## src/rtl/siq_pkg.sv

```systemverilog
package siq_pkg;

  localparam int DEPTH = 16;
  localparam int CNT_W = $clog2(DEPTH + 1);
  // Width that holds both a sorted position and the entry count.
  localparam int CMP_W = (CNT_W > 4) ? CNT_W : 4;

  localparam logic [1:0] OP_INSERT = 2'd0;
  localparam logic [1:0] OP_DELETE = 2'd1;
  localparam logic [1:0] OP_QUERY  = 2'd2;

  localparam logic [1:0] ST_OK       = 2'd0;
  localparam logic [1:0] ST_FULL     = 2'd1;
  localparam logic [1:0] ST_EMPTY    = 2'd2;
  localparam logic [1:0] ST_NOTFOUND = 2'd3;

  typedef struct packed {
    logic [1:0]  op;
    logic [15:0] key_rate;
    logic [15:0] second_rate;
    logic [15:0] entry_tag;
    logic [3:0]  position;
  } in_item_t;

  typedef struct packed {
    logic [1:0]  status;
    logic [15:0] out_key;
    logic [15:0] out_second;
    logic [15:0] out_tag;
    logic [4:0]  occupancy;
  } out_item_t;

  typedef struct packed {
    logic [15:0] key;
    logic [15:0] second;
    logic [15:0] tag;
  } entry_t;

  typedef struct packed {
    logic capture;
    logic exec;
  } cmd_t;

endpackage

```

## src/rtl/siq_ctrl.sv

```systemverilog
module siq_ctrl (
  input  logic          clk,
  input  logic          rst_n,
  input  logic          in_valid,
  output logic          in_ready,
  output logic          out_valid,
  input  logic          out_ready,
  output siq_pkg::cmd_t cmd
);
  import siq_pkg::*;

  typedef enum logic {S_IDLE, S_EXEC} state_t;

  state_t state_r, state_nxt;
  logic   out_valid_r, out_valid_nxt;

  always_comb begin
    state_nxt     = state_r;
    out_valid_nxt = out_valid_r && !out_ready;
    cmd           = '0;
    unique case (state_r)
      S_IDLE: begin
        if (in_valid) begin
          cmd.capture = 1'b1;
          state_nxt   = S_EXEC;
        end
      end
      S_EXEC: begin
        // The output register must be free, or be emptied in this cycle.
        if (!out_valid_r || out_ready) begin
          cmd.exec      = 1'b1;
          out_valid_nxt = 1'b1;
          state_nxt     = S_IDLE;
        end
      end
      default: state_nxt = S_IDLE;
    endcase
  end

  always_ff @(posedge clk) begin
    if (!rst_n) begin
      state_r     <= S_IDLE;
      out_valid_r <= 1'b0;
    end else begin
      state_r     <= state_nxt;
      out_valid_r <= out_valid_nxt;
    end
  end

  assign in_ready  = (state_r == S_IDLE);
  assign out_valid = out_valid_r;

  a_exec_room: assert property (@(posedge clk) disable iff (!rst_n)
    cmd.exec |-> (!out_valid_r || out_ready))
    else $error("result loaded over an unread result");

  a_exec_shows: assert property (@(posedge clk) disable iff (!rst_n)
    cmd.exec |=> out_valid_r)
    else $error("executed item did not produce a result");

  a_capture_then_exec: assert property (@(posedge clk) disable iff (!rst_n)
    cmd.capture |=> !in_ready)
    else $error("new item taken before the previous one executed");

endmodule

```

## src/rtl/siq_datapath.sv

```systemverilog
module siq_datapath (
  input  logic               clk,
  input  logic               rst_n,
  input  siq_pkg::cmd_t      cmd,
  input  siq_pkg::in_item_t  in_data,
  output siq_pkg::out_item_t out_data
);
  import siq_pkg::*;

  in_item_t              item_r;
  out_item_t             res_r, res_nxt;
  entry_t                ent_r   [DEPTH];
  entry_t                ent_nxt [DEPTH];
  entry_t                up_src  [DEPTH];
  entry_t                dn_src  [DEPTH];
  entry_t                new_ent;
  logic [DEPTH-1:0]      valid_r, valid_nxt;
  logic [DEPTH-1:0]      lt, lt_prev, ge_pos;
  logic [CNT_W-1:0]      count_r, count_nxt;
  logic                  full, empty, beyond, ins_ok, del_ok;

  assign new_ent = '{key: item_r.key_rate, second: item_r.second_rate,
                     tag: item_r.entry_tag};

  assign full   = (count_r == CNT_W'(DEPTH));
  assign empty  = (count_r == '0);
  assign beyond = (CMP_W'(item_r.position) >= CMP_W'(count_r));
  assign ins_ok = (item_r.op == OP_INSERT) && !full;
  assign del_ok = (item_r.op == OP_DELETE) && !empty && !beyond;

  // Per-cell compare: the stored keys form a prefix of smaller ones.
  always_comb begin
    for (int i = 0; i < DEPTH; i++) begin
      lt[i]     = valid_r[i] && (ent_r[i].key < item_r.key_rate);
      ge_pos[i] = (CMP_W'(i) >= CMP_W'(item_r.position));
    end
    lt_prev   = {lt[DEPTH-2:0], 1'b1};
    up_src[0] = new_ent;
    for (int i = 1; i < DEPTH; i++) begin
      up_src[i] = ent_r[i-1];
    end
    for (int i = 0; i < DEPTH - 1; i++) begin
      dn_src[i] = ent_r[i+1];
    end
    dn_src[DEPTH-1] = ent_r[DEPTH-1];
  end

  always_comb begin
    for (int i = 0; i < DEPTH; i++) begin
      ent_nxt[i] = ent_r[i];
      if (ins_ok && !lt[i]) begin
        ent_nxt[i] = lt_prev[i] ? new_ent : up_src[i];
      end else if (del_ok && ge_pos[i]) begin
        ent_nxt[i] = dn_src[i];
      end
    end
    valid_nxt = valid_r;
    count_nxt = count_r;
    if (ins_ok) begin
      valid_nxt = {valid_r[DEPTH-2:0], 1'b1};
      count_nxt = count_r + CNT_W'(1);
    end else if (del_ok) begin
      valid_nxt = valid_r >> 1;
      count_nxt = count_r - CNT_W'(1);
    end
  end

  always_comb begin
    res_nxt           = '0;
    res_nxt.status    = ST_OK;
    res_nxt.occupancy = 5'(count_nxt);
    case (item_r.op)
      OP_INSERT: begin
        if (full) res_nxt.status = ST_FULL;
      end
      OP_DELETE: begin
        if (empty) res_nxt.status = ST_EMPTY;
        else if (beyond) res_nxt.status = ST_NOTFOUND;
      end
      OP_QUERY: begin
        if (empty) begin
          res_nxt.status = ST_EMPTY;
        end else begin
          res_nxt.out_key    = ent_r[0].key;
          res_nxt.out_second = ent_r[0].second;
          res_nxt.out_tag    = ent_r[0].tag;
        end
      end
      default: res_nxt.status = ST_OK;
    endcase
  end

  always_ff @(posedge clk) begin
    if (!rst_n) begin
      valid_r <= '0;
      count_r <= '0;
    end else if (cmd.exec) begin
      valid_r <= valid_nxt;
      count_r <= count_nxt;
    end
  end

  always_ff @(posedge clk) begin
    if (cmd.capture) item_r <= in_data;
    if (cmd.exec) begin
      res_r <= res_nxt;
      for (int i = 0; i < DEPTH; i++) begin
        ent_r[i] <= ent_nxt[i];
      end
    end
  end

  assign out_data = res_r;

  a_count_bound: assert property (@(posedge clk) disable iff (!rst_n)
    count_r <= CNT_W'(DEPTH))
    else $error("entry count above depth");

  a_head_valid: assert property (@(posedge clk) disable iff (!rst_n)
    valid_r[0] == (count_r != '0))
    else $error("head valid bit disagrees with entry count");

  a_valid_prefix: assert property (@(posedge clk) disable iff (!rst_n)
    ((valid_r + DEPTH'(1)) & valid_r) == '0)
    else $error("valid bits do not form a prefix");

endmodule

```

## src/rtl/sorted_insert_queue_top.sv

```systemverilog
// Sorted insert queue: up to DEPTH entries (key, second value, tag) kept in
// ascending key order in a row of compare-and-shift cells; slot 0 is the head.
// The input channel (in_valid, in_ready, in_data) carries one command beat:
// insert, delete at a sorted position, or query of the head entry. An insert
// goes in front of every entry with an equal or greater key, so equal keys
// sit newest first. The result channel (out_valid, out_ready, out_data)
// returns exactly one beat per command with a status code, the head entry on
// a successful query, and the occupancy after the command.
// Each command is handled by capturing the beat and then executing it: every
// cell compares its key and shifts in parallel, and the result is written to
// the output register. A new command is taken only after the previous one has
// executed. The result sits in an output register, so the next command is
// accepted while an earlier result still waits; the execute step then holds
// until that register has been emptied. A stalled receiver therefore holds
// back at most one further command.
// Reset (rst_n low at a clock edge) empties the queue at once; the stored
// payload is not cleared and no clearing pass is needed.
module sorted_insert_queue_top (
  input  logic               clk,
  input  logic               rst_n,
  input  logic               in_valid,
  output logic               in_ready,
  input  siq_pkg::in_item_t  in_data,
  output logic               out_valid,
  input  logic               out_ready,
  output siq_pkg::out_item_t out_data
);
  import siq_pkg::*;

  // Commands from the controller to the cell row and output register.
  cmd_t cmd;

  siq_ctrl u_ctrl (
    .clk       (clk),
    .rst_n     (rst_n),
    .in_valid  (in_valid),
    .in_ready  (in_ready),
    .out_valid (out_valid),
    .out_ready (out_ready),
    .cmd       (cmd)
  );

  siq_datapath u_datapath (
    .clk      (clk),
    .rst_n    (rst_n),
    .cmd      (cmd),
    .in_data  (in_data),
    .out_data (out_data)
  );

endmodule
```

## config.mk

```make
export PLATFORM = sky130hd
export DESIGN_NAME = sorted_insert_queue_top
export DESIGN_NICKNAME = d
export VERILOG_FILES = /design/src/rtl/siq_pkg.sv /design/src/rtl/siq_ctrl.sv /design/src/rtl/siq_datapath.sv /design/src/rtl/sorted_insert_queue_top.sv
export SDC_FILE = /design/constraint.sdc
export NUM_CORES = 2
export LEC_CHECK = 0
export BUFFER_PORTS_ARGS = -buffer_cell sky130_fd_sc_hd__buf_2
export CAP_MARGIN = 20
export CORE_ASPECT_RATIO = 0.75
export CORE_UTILIZATION = 40
export CTS_CLUSTER_DIAMETER = 80
export DETAILED_ROUTE_END_ITERATION = 16
export HOLD_SLACK_MARGIN = 0.05
export PLACE_DENSITY = 0.62
export REMOVE_ABC_BUFFERS = 1
export SLEW_MARGIN = 10
export SYNTH_ARGS = -nofsm -noshare
export SYNTH_HDL_FRONTEND = slang
export SYNTH_HIERARCHICAL = 1
export SYNTH_SLANG_ARGS = --single-unit
```

## constraint.sdc

```tcl
create_clock -name clk -period 8.95 [get_ports clk]
set_clock_uncertainty 0.1 [all_clocks]
set_input_delay 1.79 -clock clk [delete_from_list [all_inputs] [get_ports clk]]
set_output_delay 1.79 -clock clk [all_outputs]
set_load 0.05 [all_outputs]
```

==> qor.yml <==
outcome:
  status: "finished clean"
logic_synthesis:
  yosysSeqAreaShare_pct: 54.34
  yosysWarnings: 6
  synth-edff-count: 877
  syn-cell-area_sq_um: 49310
  ys_async_sr_fraction_pct: 0
  synthDistinctLibCells: 77
  syn_area_per_cell_sq_um: 11.27
  synth-main-ff-cell: "edfxtp_1"
  ys_seq_elements: 900
  synthCells: 4377
min_path:
  holdPathStages: 2
  min_path_type: "reg -> reg"
  whs_endpoint: "u_datapath/valid_r[0]"
  worstHoldStart: "u_datapath/valid_r[0]"
setup_path:
  slowest_delay_ps: 940
  worst_setup_path_start_kind: "register"
  cp_max_fo: 49
  startpoint: "u_datapath/item_r[41]"
  cp_num_buf_inv: 2
  r2r_end: "u_datapath/ent_r[1][266]"
  cp_top_family: "compound AO/OA/AOI/OAI gates"
  end_kind: "register"
  critical_path_required_ps: 9170
  r2r_setup_slack_ps: 2750
  critPathKind: "reg -> reg"
  cpMaxStageDelayCell: "a21boi_4"
  reg2reg_depth: 10
  r2r-start: "u_datapath/item_r[41]"
  cp_data_arrival_time_ps: 6420
  path_cells: "clkinv_1 -> ha_1 -> nand2_1 -> or3_1 -> o221ai_1 -> a311o_1 -> a41oi_4 -> nand2b_4 -> a21boi_4 -> buf_4"
sta:
  slew_viol_final: 0
  max_freq_mhz: 161.4
  post-route-period-util_pct: 69.24
  setup_tns_ps: 0
  timing.final.hold_violations: 0
  rsz0062_at_grt: "no"
  finalCriticalPeriod_ps: 6197
  finalSetupViolCount: 0
  fin_ws_ps: 2753
  slew_headroom_pct: 22.23
  tightest_slew_ps: 1167
floorplan:
  rows: 111
  die_x_microns: 407.4
  die_y_microns: 306.1
  fp.dieArea_sq_um: 124700
  core_sq_um: 122200
  initial_core_util_pct: 40.35
  pin_count: 115
route:
  first_iter_violations: 4280
  drc: 0
  ant_nets: 0
  drt_pass1_iterations: 6
  vias_per_cell: 5.987
  routedWlPerCell_microns: 25.27
  vias: 36050
  drt_wl_total_microns: 152200
clocking:
  ctsHtreeMaxLevel: 3
  clock-sinks: 900
  clock-root-buffer: "clkbuf_16"
  clk_path_buf_depth: 3
  ctsResizeCount: 0
  clock_latency_ps: 720
  holdBufCountCts: 0
  path_clk_slew_ps: 70
  cts_setup_buffers: 0
  cts_tree: "done"
  cts_buffers: 91
final_layout:
  syn_to_final_growth_pct: 9.509
  utilization_pct: 44.19
  instances_no_fill: 6022
  layout.nets: 4611
  layout_common_cells: "877 x edfxtp_1, 663 x o21ai_0, 583 x mux2i_1"
  drive_gt1_share_pct: 9.674
  final_common_cell: "edfxtp_1"
place:
  place_ws_ps: 2937
  port_buffers: 114
  place_inst: 5850
  dp_hpwl_microns: 92860
  globalplace.congestion: 0.8916
global_routing:
  antenna_found_initial: 3
  grt_max_degree: 175
  first_global_vias: 34060
  grt_pass1_wl_microns: 225000
  globalRouteTotalUtil_pct: 23.77
  overflow: 0
power_and_ir_drop:
  vdd_ir_drop_max_mv: 0.1784
  p_per_area_nw_per_um2: 178.7
  power_leakage_nw: 19.73
  total_power_mw: 9.649
job:
  maxCapViolCount: 0
[logic make-up after synthesis]
logic type | synth area share [%]
flops | 54.34
buf+inv | 3.978
mux | 12.93
fa+ha+maj | 6.241
xor+xnor | 0.08880
simple gates | 7.809
compound gates | 14.62
[cell type report]
class / instances / area [sq um]
multi-input combinational: 3095 / 20890
inverter: 29 / 108.9
sequential: 900 / 26800
tap: 1638 / 2049
timing repair buffer: 190 / 1214
clock inverter: 55 / 516.7
clock buffer: 114 / 2425
antenna: 1 / 2.502
fill: 11420 / 68210
[tightest hold or removal path: stages, from the launching register on]
cell     delay, ps
dfxtp_1        330
nand2_1         60
o21ai_0         60
[metal layers]
metal  GRT usage, %  part of all wire [%]
met1          37.56                    48
met2          32.40                    39
met3          5.793                    11
met4          4.564                   1.6
met5              0                     0
[synth_stat cells (39+ instances only)]
master	n	share of area, %
ha_1	246	6.2
and2_1	60	0.76
buf_2	92	0.93
edfxtp_1	877	53
clkbuf_1	167	1.3
mux2_2	39	0.89
nor2_1	359	2.7
buf_6	39	0.89
o21ai_1	106	1.1
a21oi_1	383	3.9
mux2i_1	583	12
nand2_1	345	2.6
o21ai_0	663	6.7
[metrics by stage]
step	hold WS [ps]	instance area, sq um
2_1_floorplan	344.5	47460
3_3_place_gp	370.8	51010
3_5_place_dp	388.6	51030
4_1_cts	392.6	53970
5_1_grt	424.5	54000
6_report	392.0	54000
[state kept, by name (all words and copies together) (netlist names)]
register and cells:
u_datapath/ent_r 768, u_datapath/out_data 55, u_datapath/item_r 54, u_datapath/valid_r 16
u_datapath/count_r 5, u_ctrl/out_valid 1, u_ctrl/state_r 1
[report_power, final]
group	internal (mW)	switching, mW
clock network	2.14	1.76
registers	4.75	0.117
logic	0.272	0.610
total	7.16	2.49
[how the worst max path moves through the flow]
stage,endpoint,slack (ps),cells after the start
2_1_floorplan,u_datapath/ent_r[0][288],-1590,9
3_3_place_gp,u_datapath/ent_r[1][253],3030,10
3_5_place_dp,u_datapath/ent_r[1][253],2940,10
4_1_cts,u_datapath/ent_r[1][266],2910,10
5_1_grt,u_datapath/ent_r[0][192],2530,12
6_report,u_datapath/ent_r[1][266],2750,10
Power figures use the tool's default switching activity.
